==> config.mk <==
export PLATFORM = sky130hd
export DESIGN_NAME = csu_ctrl
export DESIGN_NICKNAME = d
export VERILOG_FILES = /design/src/rtl/csu_pkg.sv /design/src/rtl/csu_ctrl.sv
export SDC_FILE = /design/constraint.sdc
export NUM_CORES = 1
export LEC_CHECK = 0
export BUFFER_PORTS_ARGS = -buffer_cell sky130_fd_sc_hd__clkbuf_2
export CORE_MARGIN = 2
export CORE_UTILIZATION = 45
export CTS_CLUSTER_DIAMETER = 150
export CTS_CLUSTER_SIZE = 40
export DETAILED_ROUTE_END_ITERATION = 7
export GPL_TIMING_DRIVEN = 0
export PLACE_DENSITY_LB_ADDON = 0.12
export SLEW_MARGIN = 20
export SYNTH_ARGS = -nofsm -noshare
export SYNTH_HDL_FRONTEND = slang
export SYNTH_SLANG_ARGS = --single-unit
==> constraint.sdc <==
create_clock -name clk -period 1.5 [get_ports clk]
set_input_delay 0.225 -clock clk [delete_from_list [all_inputs] [get_ports clk]]
set_output_delay 0.225 -clock clk [all_outputs]
set_load 0.005 [all_outputs]
==> src/rtl/csu_pkg.sv <==
`timescale 1ns / 1ps
// ---------------------------------------------------------------------------
// csu_pkg
// Shared types and constants of the cosine similarity unit.
// ---------------------------------------------------------------------------
package csu_pkg;

    localparam int ACC_W      = 44;   // accumulator width, units of 2^-30
    localparam int ELEM_W     = 16;   // Q1.15 element width
    localparam int PROD_W     = 32;   // exact product width
    localparam int WIDE_W     = 64;   // sqrt operand, denominator, numerator
    localparam int ROOT_W     = 32;   // square root result width
    localparam int QUOT_W     = 17;   // quotient bits before rounding
    localparam int RES_W      = 17;   // Q2.15 result width
    localparam int FLOOR_W    = 21;   // denominator floor width
    localparam int IDX_W      = 8;    // config register index width
    localparam int STEP_W     = 5;    // step counter width
    localparam int SQRT_STEPS = 32;   // one result bit per step
    localparam int DIV_STEPS  = 16;   // fraction bits after the integer bit
    localparam int SHIFT_IN   = 20;   // pre-shift of norms and dot

    localparam logic [IDX_W-1:0] REG_METRIC_MODE = 8'd0;
    localparam logic [IDX_W-1:0] REG_DENOM_FLOOR = 8'd1;

    typedef enum logic [2:0] {
        ST_ACCUM,
        ST_LOAD_A,
        ST_SQRT_A,
        ST_LOAD_B,
        ST_SQRT_B,
        ST_MUL,
        ST_CHECK,
        ST_DIV
    } csu_state_t;

    // controller to datapath
    typedef struct packed {
        logic acc_en;     // add the accepted pair into the sums
        logic sq_load;    // load square root operand
        logic sq_sel_b;   // operand select: 0 norm a, 1 norm b
        logic sq_step;    // one square root iteration
        logic sa_store;   // keep root of norm a
        logic mul_en;     // form denominator and numerator
        logic div_init;   // first quotient bit and overflow check
        logic div_step;   // one fraction bit
        logic out_load;   // load result register and clear sums
    } csu_cmd_t;

    // datapath to controller
    typedef struct packed {
        logic degen;      // denominator below floor or zero
    } csu_status_t;

endpackage

==> src/rtl/csu_ctrl.sv <==
`timescale 1ns / 1ps
// ---------------------------------------------------------------------------
// csu_ctrl
// Sequencer: accumulation, two square roots, multiply, divide and the
// output register handshake.
// ---------------------------------------------------------------------------
module csu_ctrl (
    input  logic                 clk,
    input  logic                 rst_n,
    input  logic                 in_valid,
    input  logic                 in_last,
    output logic                 in_ready,
    output logic                 out_valid,
    input  logic                 out_ready,
    input  csu_pkg::csu_status_t status,
    output csu_pkg::csu_cmd_t    cmd
);
    import csu_pkg::*;

    csu_state_t        state_reg, state_next;
    logic [STEP_W-1:0] step_reg, step_next;
    logic              out_valid_reg, out_valid_next;
    logic              out_free;
    logic              in_req;

    assign out_free = !out_valid_reg || out_ready;
    assign in_req   = in_valid && (state_reg == ST_ACCUM);

    // next state
    always_comb
    begin
        state_next = state_reg;
        step_next  = step_reg;
        case (state_reg)
            ST_ACCUM:
                if (in_valid && in_last)
                    state_next = ST_LOAD_A;
            ST_LOAD_A:
            begin
                state_next = ST_SQRT_A;
                step_next  = '0;
            end
            ST_SQRT_A:
            begin
                step_next = step_reg + 1'b1;
                if (step_reg == STEP_W'(SQRT_STEPS - 1))
                    state_next = ST_LOAD_B;
            end
            ST_LOAD_B:
            begin
                state_next = ST_SQRT_B;
                step_next  = '0;
            end
            ST_SQRT_B:
            begin
                step_next = step_reg + 1'b1;
                if (step_reg == STEP_W'(SQRT_STEPS - 1))
                    state_next = ST_MUL;
            end
            ST_MUL:
                state_next = ST_CHECK;
            ST_CHECK:
            begin
                step_next = '0;
                if (status.degen && out_free)
                    state_next = ST_ACCUM;
                else if (!status.degen)
                    state_next = ST_DIV;
            end
            ST_DIV:
            begin
                if (step_reg != STEP_W'(DIV_STEPS))
                    step_next = step_reg + 1'b1;
                else if (out_free)
                    state_next = ST_ACCUM;
            end
            default:
                state_next = ST_ACCUM;
        endcase
    end

    // commands
    always_comb
    begin
        cmd          = '0;
        cmd.acc_en   = in_req;
        cmd.sq_load  = (state_reg == ST_LOAD_A) || (state_reg == ST_LOAD_B);
        cmd.sq_sel_b = (state_reg == ST_LOAD_B);
        cmd.sq_step  = (state_reg == ST_SQRT_A) || (state_reg == ST_SQRT_B);
        cmd.sa_store = (state_reg == ST_LOAD_B);
        cmd.mul_en   = (state_reg == ST_MUL);
        cmd.div_init = (state_reg == ST_CHECK) && !status.degen;
        cmd.div_step = (state_reg == ST_DIV) && (step_reg != STEP_W'(DIV_STEPS));
        cmd.out_load = out_free &&
                       (((state_reg == ST_CHECK) && status.degen) ||
                        ((state_reg == ST_DIV) && (step_reg == STEP_W'(DIV_STEPS))));
    end

    // output register valid
    always_comb
    begin
        out_valid_next = out_valid_reg;
        if (cmd.out_load)
            out_valid_next = 1'b1;
        else if (out_ready)
            out_valid_next = 1'b0;
    end

    always_ff @(posedge clk or negedge rst_n)
    begin
        if (!rst_n)
        begin
            state_reg     <= ST_ACCUM;
            step_reg      <= '0;
            out_valid_reg <= 1'b0;
        end
        else
        begin
            state_reg     <= state_next;
            step_reg      <= step_next;
            out_valid_reg <= out_valid_next;
        end
    end

    assign in_ready  = (state_reg == ST_ACCUM);
    assign out_valid = out_valid_reg;

    // a result is only loaded into a free output register
    a_load_free: assert property (@(posedge clk) disable iff (!rst_n)
        cmd.out_load |-> (!out_valid_reg || out_ready))
        else $error("result loaded over a pending result");

    // accumulation continues until a last pair arrives
    a_stay_accum: assert property (@(posedge clk) disable iff (!rst_n)
        (state_reg == ST_ACCUM && !(in_valid && in_last)) |=> state_reg == ST_ACCUM)
        else $error("left accumulation without a last pair");

    // a pending result stays valid until taken
    a_hold_out: assert property (@(posedge clk) disable iff (!rst_n)
        (out_valid_reg && !out_ready) |=> out_valid_reg)
        else $error("pending result dropped");

    // no input taken while a vector is being finished
    a_no_accept: assert property (@(posedge clk) disable iff (!rst_n)
        (state_reg != ST_ACCUM) |-> !cmd.acc_en)
        else $error("pair accepted outside accumulation");

endmodule

==> out/summary.txt, run 1 <==
Hold Crit Start - in_last
first-pass GRT wire length - 3.34 mm
DRT iter0 DRCs - 30
startpoint class of the critical path - flip-flop
# IOs - 17
Hold Crit Class - input port to flip-flop
crit path DAT - 1.51 ns
DIE WIDTH - 46.0 um
maxcap violations - 0
NetSw - 1.10 mW
fill count - 125
initial antenna violation count - 0
GR Util All Layers - 22.7%
commonest non-fill, non-tap cell in the layout - buf_4
grt ovf - 0
synthesized flop and latch total - 9
Worst slew margin - 71.1%
Tcrit/Tclk final - 116%
max FFs per register - 5
worst setup margin - -0.238 ns
clk buf depth - 2
RSZ-0062 raised after global routing - true
Seq pwr share - 15.5%
Root Buffer - clkbuf_4
Hold Slack - 0.302 ns
die height - 46.0 um
number of global-route vias before repair - 695
Storage cell area - 226 um^2
drt pass-1 iters - 4
Internal Pwr Total - 1.58 mW
Post-layout nets - 132
placed inst area - 893 um^2
total CTS buffers - 3
Warnings, synthesis - 0
Gate power share - 76.9%
post-route insts no fill - 139
worst r2r src - step_reg[1]
Crit. End Element - output port
Avg Cell Area, Syn - 9.66 um^2
layout cell share with drive strength beyond 1 - 55.7%
Synth Instances - 82
Post-Syn Area - 792 um^2
worst skew pair latency - 0.27 ns
Max Slew Vio Count - 0
vias - 785
H-tree level count - 1
post-route cell area - 0.00123 mm^2
Synthesized Nets - 91
vias per cell - 5.65
failing checks - setup timing
input/output buffers - 16
RD Place Congestion - 0.781
PwrDens - 2180 mW/mm^2
Pleak - 0.567 nW
most frequent cells in the layout - 18 x buf_4, 9 x buf_6, 9 x clkbuf_2
HPWL Detailed - 1.25 mm
Layout Skew - 0.000327 ns
sequential area share after synthesis - 28.4%
CP Class - flip-flop to output port
Synth cell types - 38
Max VDD drop - 1.02 mV
post-route minimum period - 1.74 ns
CTS tree - built
n_diodes - 0
run status - complete, but fails checks
Sw Ratio - 41.0%
utilization after layout - 72.7%
FP Rows - 15
multi-input logic area - 561 um^2
Final Hold Violating Endpoints - 0
Residual DRC - 0
critical path peak fanout - 2
core box area - 0.00169 mm^2
Crit. Startpoint - step_reg[0]
Max Clk Rate - 575 MHz
async set or reset register ratio after synthesis - 100%
Placed Cells - 115
# setup viols final - 7
number of flops mapped to enable cells by yosys - 0
Die ar. - 0.00211 mm^2
WL/cell - 16.4 um
Routed Wire Length - 2.28 mm
Worst-path clk slew - 0.07 ns
Worst Max-Slew Pin Slew - 0.433 ns
dominant synthesized flop cell - dfrtp_1
Routed Antenna Nets - 0
largest net degree at the start of global routing - 10
Clk pwr share - 7.6%
Initial Util - 46.9%
WP data required - 1.27 ns
clk sinks - 9
Area Overhead vs Synth - 55.1%
-- cell usage after synthesis, types with 2 or more instances --
cell      instances  share of area, %
dfrtp_1           9                28
nand2_1           7               3.3
inv_1             6               2.8
o21ai_0           5               3.2
and2_1            4               3.2
buf_4             4               3.8
nor2_1            4               1.9
buf_6             3               4.3
ha_1              3               4.7
nor3_1            3               1.9
a221oi_2          2               3.8
a22o_1            2               2.2
a31oi_1           2               1.6
nor2b_4           2               3.5
o21bai_1          2               1.9
or2b_1            2               1.9
-- worst paths after layout --
kind	endpoint	slack, ns	cells after the start
setup / recovery	cmd[1]	-0.24	7
hold / removal	state_reg[0]	0.30	4
setup reg to reg	state_reg[0]	-0.09	7
hold reg to reg	step_reg[3]	0.61	2
max in group asynchronous	state_reg[0]	0.93	2
min in group asynchronous	step_reg[2]	0.35	2
-- worst max-delay path, cell delays in order, from the launching register on --
cell	delay [ns]
dfrtp_1	0.37
inv_2	0.06
ha_4	0.16
and4bb_1	0.22
buf_4	0.14
buf_6	0.12
nor2_4	0.07
buf_2	0.11
-- power groups by stage --
stage / Combinational, mW / Clock [mW] / Sequential (mW)
6_report: 2.06 / 0.203 / 0.416
5_1_grt: 2.18 / 0.219 / 0.432
4_1_cts: 1.71 / 0.200 / 0.395
3_5_place_dp: 1.22 / 0 / 0.410
3_3_place_gp: 1.20 / 0 / 0.407
2_1_floorplan: 0.951 / 0 / 0.393
-- per-layer routing --
layer  global-route usage (%)  vias to the layer above  part of all wire, %
met2                     36.1                       26                   47
li1                         -                      378                    -
met1                     31.3                      377                   48
met4                     8.57                        0                 0.88
met3                     2.38                        4                  4.2
met5                        0                        -                    0
-- final cells by class --
type	count	share of cell area, %
multi-input combinational	58	45.6
timing repair buffer	39	23.0
sequential	9	18.4
buffer	6	7.23
clock buffer	4	2.14
inverter	6	1.83
tap	17	1.73
-- metrics by stage --
step | TNS, ns | total power [mW] | worst slack [ns]
2_1_floorplan | 0 | 1.34 | 0.0354
3_3_place_gp | -0.172 | 1.61 | -0.152
3_5_place_dp | -0.224 | 1.63 | -0.179
4_1_cts | -0.653 | 2.30 | -0.271
5_1_grt | -1.36 | 2.83 | -0.328
6_report | -0.723 | 2.68 | -0.238
-- repair_timing --
item,4_1_cts,5_1_grt
hold endpoints to repair,9,0
resized for setup,15,24
setup endpoints to repair,10,13
pin swaps,5,8
hold buffers,1,0
buffers inserted,18,4
-- cells by family after synthesis --
kind of cell	Yosys count	synth area share, %
mux	2	2.69
buf+inv	15	13.3
compound gates	22	23.9
xor+xnor	1	1.11
fa+ha+maj	4	6.16
flops	9	28.4
simple gates	29	24.5
Note: power is estimated with default switching activity, not from simulation.
==> run 2: changes to the inputs <==
==> constraint.sdc (replaced) <==
create_clock -name clk -period 1.5 [get_ports clk]
set_input_delay 0.225 -clock clk [delete_from_list [all_inputs] [get_ports clk]]
set_output_delay 0.225 -clock clk [all_outputs]
set_load 0.05 [all_outputs]
==> run 2 against run 1 <==
First-iteration DRC count down 70%. Worst hold slack worse by 0.0083 ns. Critical path type unchanged. Sequential cell count unchanged. Sequential share of layout area down 2.4 points. Highest routed layer unchanged. Sequential power up 8.4%. Utilization up 11 points. Clock-buffer cell count unchanged. The run still ends with setup timing left. Global-route usage up 0.62 points. Total power up 27%.
==> out/summary.txt, run 2 (synthesized netlist as in run 1, its figures left out) <==
initial antenna violation count - 0
RD Place Congestion - 0.787
CP Class - flip-flop to output port
post-route cell area - 0.00142 mm^2
Post-layout nets - 134
most frequent cells in the layout - 17 x buf_4, 11 x buf_8, 8 x dfrtp_1
Max VDD drop - 1.78 mV
DIE WIDTH - 46.0 um
Placed Cells - 115
Root Buffer - clkbuf_4
post-route minimum period - 1.84 ns
core box area - 0.00169 mm^2
failing checks - setup timing
number of global-route vias before repair - 724
fill count - 91
Die ar. - 0.00211 mm^2
RSZ-0062 raised after global routing - true
input/output buffers - 16
Design Power - 3.40 mW
total CTS buffers - 3
worst setup margin - -0.338 ns
CTS tree - built
vias - 796
Worst-path clk slew - 0.07 ns
Slowest cell on crit path - dfrtp_1
Worst slew margin - 72.7%
n_diodes - 0
WP data required - 1.27 ns
Worst Path Buf+Inv - 2
first-pass GRT wire length - 3.35 mm
critical path peak fanout - 2
die height - 46.0 um
DRT iter0 DRCs - 9
worst r2r src - step_reg[1]
clk buf depth - 2
Place WS - -0.392 ns
FP Rows - 15
Area Overhead vs Synth - 78.7%
crit path DAT - 1.61 ns
layout cell share with drive strength beyond 1 - 64.5%
cell chain of the critical path - inv_2, ha_4, and4bb_2, mux2i_2, nor3_2, clkbuf_16
GR Util All Layers - 23.3%
multi-input logic area - 597 um^2
startpoint class of the critical path - flip-flop
Hold Crit Class - input port to flip-flop
Final Hold Violating Endpoints - 0
Initial Util - 46.9%
Largest delay share family, worst path - simple AND/OR/NAND/NOR gates
max FFs per register - 5
WL/cell - 16.8 um
largest net degree at the start of global routing - 10
placed inst area - 932 um^2
PwrDens - 2400 mW/mm^2
Total Neg Setup Slack - -1.08 ns
Routed Antenna Nets - 0
Layout Skew - 0.0113 ns
Max Slew Vio Count - 0
vias per cell - 5.65
Crit. End Element - output port
utilization after layout - 83.8%
clk sinks - 9
post-route insts no fill - 141
Pleak - 0.610 nW
# IOs - 17
Crit. Startpoint - step_reg[1]
Storage cell area - 226 um^2
maxcap violations - 0
Hold Slack - 0.293 ns
worst skew pair latency - 0.28 ns
# setup viols final - 11
Routed Wire Length - 2.37 mm
grt ovf - 0
HPWL Detailed - 1.22 mm
drt pass-1 iters - 4
Hold Crit Start - in_last
Tcrit/Tclk final - 123%
Crit path largest cell delay - 0.40 ns
H-tree level count - 1
Residual DRC - 0
run status - complete, but fails checks
Worst Max-Slew Pin Slew - 0.409 ns
Max Clk Rate - 544 MHz
commonest non-fill, non-tap cell in the layout - buf_4
==> run 2: power by group <==
part	total (mW)	switching [mW]	internal [mW]
logic	2.75	1.34	1.41
registers	0.451	0.112	0.339
clock network	0.204	0.101	0.103
total	3.40	1.55	1.85
==> run 2: tightest hold or removal path: stages <==
cell,delay (ns)
clkbuf_2,0.08
nand2_1,0.06
o21ai_1,0.05
o2bb2ai_1,0.11
==> run 2: what timing repair did <==
action	CTS	global route
hold endpoints to repair	9	0
buffers inserted	18	8
hold buffers	1	0
gates resized for setup	45	24
pin swaps	6	9
endpoints found under the setup margin	12	16
==> run 2: final timing paths <==
path / cells past startpoint / slack (ns) / to
max: 6 / -0.34 / cmd[0]
min reg2reg: 2 / 0.62 / step_reg[3]
min: 4 / 0.29 / state_reg[0]
max reg2reg: 7 / -0.06 / state_reg[2]
max in group asynchronous: 2 / 0.95 / state_reg[2]
min in group asynchronous: 2 / 0.33 / state_reg[0]
==> run 2: layout make-up <==
type | instances | share of cell area, %
repair buffers | 43 | 31.9
flip-flops and latches | 9 | 16.0
plain buffers | 4 | 4.95
inverters | 6 | 1.59
multi-input cells | 58 | 42.2
clock buffers | 4 | 1.86
well taps | 17 | 1.50
==> run 2: layer usage <==
metal / global-route usage [%] / wire [um] / up-vias
met5: 0 / 0 / -
met4: 13.1 / 48 / 0
met3: 6.35 / 73 / 5
met2: 32.8 / 1130 / 22
met1: 31.8 / 1120 / 396
li1: - / - / 373
==> run 3: changes to the inputs <==
--- a/config.mk
+++ b/config.mk
@@ -6,12 +6,13 @@
 export NUM_CORES = 1
 export LEC_CHECK = 0
 export BUFFER_PORTS_ARGS = -buffer_cell sky130_fd_sc_hd__clkbuf_2
+export CELL_PAD_IN_SITES_DETAIL_PLACEMENT = 1
+export CELL_PAD_IN_SITES_GLOBAL_PLACEMENT = 1
 export CORE_MARGIN = 2
-export CORE_UTILIZATION = 45
+export CORE_UTILIZATION = 36
 export CTS_CLUSTER_DIAMETER = 150
 export CTS_CLUSTER_SIZE = 40
 export DETAILED_ROUTE_END_ITERATION = 7
-export GPL_TIMING_DRIVEN = 0
 export PLACE_DENSITY_LB_ADDON = 0.12
 export SLEW_MARGIN = 20
 export SYNTH_ARGS = -nofsm -noshare
==> run 3 against run 2 <==
The flow still finishes with violations (setup timing). Combinational power is 11% higher. First-iteration DRC count down 33%. Sequential power is 10% higher. Critical path depth is the same. Largest power group unchanged.
==> out/summary.txt, run 3 (synthesized netlist as in run 1, its figures left out) <==
WL/cell - 24.8 um
grt ovf - 0
largest net degree at the start of global routing - 10
cell chain of the critical path - inv_2, ha_4, and4bb_2, mux2i_1, nor3_1, buf_4
Slowest cell on crit path - dfrtp_1
GR peak layer - met2
maxcap violations - 0
worst skew pair latency - 0.28 ns
Worst slew margin - 66.4%
Routed Antenna Nets - 0
grt met3 use - 4.39%
vias per cell - 5.59
clk buf depth - 2
number of global-route vias before repair - 942
commonest non-fill, non-tap cell in the layout - buf_4
failing checks - setup timing
crit path DAT - 1.69 ns
post-route minimum period - 1.92 ns
RSZ-0062 raised after global routing - true
critical path peak fanout - 2
Die ar. - 0.00259 mm^2
WP data required - 1.27 ns
Tcrit/Tclk final - 128%
run status - complete, but fails checks
total CTS buffers - 3
GR Util All Layers - 26.7%
Initial Util - 39.2%
Hold Crit Class - input port to flip-flop
Residual DRC - 0
Max VDD drop - 2.08 mV
DIE WIDTH - 50.9 um
CP Class - flip-flop to output port
CTS tree - built
startpoint class of the critical path - flip-flop
Crit path largest cell delay - 0.40 ns
met2 Usage GRT - 48.3%
first-pass GRT wire length - 4.97 mm
initial antenna violation count - 0
clk sinks - 9
Area Overhead vs Synth - 87.5%
H-tree level count - 1
# setup viols final - 15
Worst Max-Slew Pin Slew - 0.502 ns
Max Clk Rate - 521 MHz
FP Rows - 16
DRT iter0 DRCs - 6
# IOs - 17
Max Slew Vio Count - 0
RD Place Congestion - 0.774
HPWL Detailed - 1.56 mm
Crit. End Element - output port
Routed Wire Length - 3.97 mm
PwrDens - 2530 mW/mm^2
input/output buffers - 16
die height - 50.9 um
utilization after layout - 73.5%
met1 Usage GRT - 32.7%
worst setup margin - -0.419 ns
fill count - 197
Largest delay share family, worst path - simple AND/OR/NAND/NOR gates
Hold Slack - 0.314 ns
Worst Path Buf+Inv - 2
max FFs per register - 5
core box area - 0.00202 mm^2
Final Hold Violating Endpoints - 0
n_diodes - 0
Worst-path clk slew - 0.07 ns
vias - 894
layout cell share with drive strength beyond 1 - 66.9%
Layout Skew - 0.00562 ns
drt pass-1 iters - 4
most frequent cells in the layout - 27 x buf_4, 10 x buf_6, 7 x buf_8
Root Buffer - clkbuf_4
Post-layout nets - 143
Pleak - 0.650 nW
-- run 3: worst paths after layout --
kind | startpoint | end | slack, ns | depth (start not counted)
min | in_last | state_reg[0] | 0.31 | 4
max reg2reg | state_reg[0] | step_reg[2] | -0.19 | 6
max in group asynchronous | rst_n | state_reg[2] | 0.92 | 2
min reg2reg | state_reg[0] | state_reg[0] | 0.65 | 2
min in group asynchronous | rst_n | step_reg[2] | 0.35 | 2
max | step_reg[0] | cmd[0] | -0.42 | 6
-- run 3: per-stage QoR --
stage	instance area (um^2)	power (mW)	std cells	worst slack, ns	TNS, ns
finish	1490	3.76	160	-0.419	-1.84
global placement	1000	2.16	134	-0.0789	-0.150
detailed placement	1000	2.20	134	-0.124	-0.377
CTS	1350	3.08	152	-0.360	-0.983
global route	1490	3.89	160	-0.507	-2.69
floorplan	831	1.80	82	-0.198	-0.483
-- run 3: final cells by class --
cell class / count / area, um^2 / share of cell area (%)
clock buffer: 4 / 26.3 / 1.77
inverter: 6 / 22.5 / 1.52
multi-input combinational: 58 / 604 / 40.7
sequential: 9 / 229 / 15.4
tap: 27 / 33.8 / 2.27
timing repair buffer: 56 / 569 / 38.3
-- run 3: repair_timing --
| action | in CTS | in global routing |
|---|---|---|
| endpoints found under the hold margin | 9 | 0 |
| gates resized for setup | 46 | 22 |
| hold buffers | 1 | 0 |
| pin swaps | 8 | 11 |
| buffers inserted | 15 | 9 |
| cloned | 0 | 0 |
| endpoints found under the setup margin | 14 | 18 |
-- run 3: where the power goes --
group	internal, mW	switching (mW)	total (mW)
logic	1.51	1.54	3.05
clock network	0.103	0.107	0.210
registers	0.344	0.152	0.496
-- run 3: tightest hold or removal path, cell delays in order --
cell and delay, ns:
clkbuf_2 0.09, nand2_1 0.05, o21ai_1 0.06, o2bb2ai_1 0.13
-- run 3: per-layer routing --
metal  up-vias  part of all wire, %
li1        395                    -
met1       443                   37
met2        38                   52
met3        18                  4.5
met4         0                  6.4
met5         -                    0
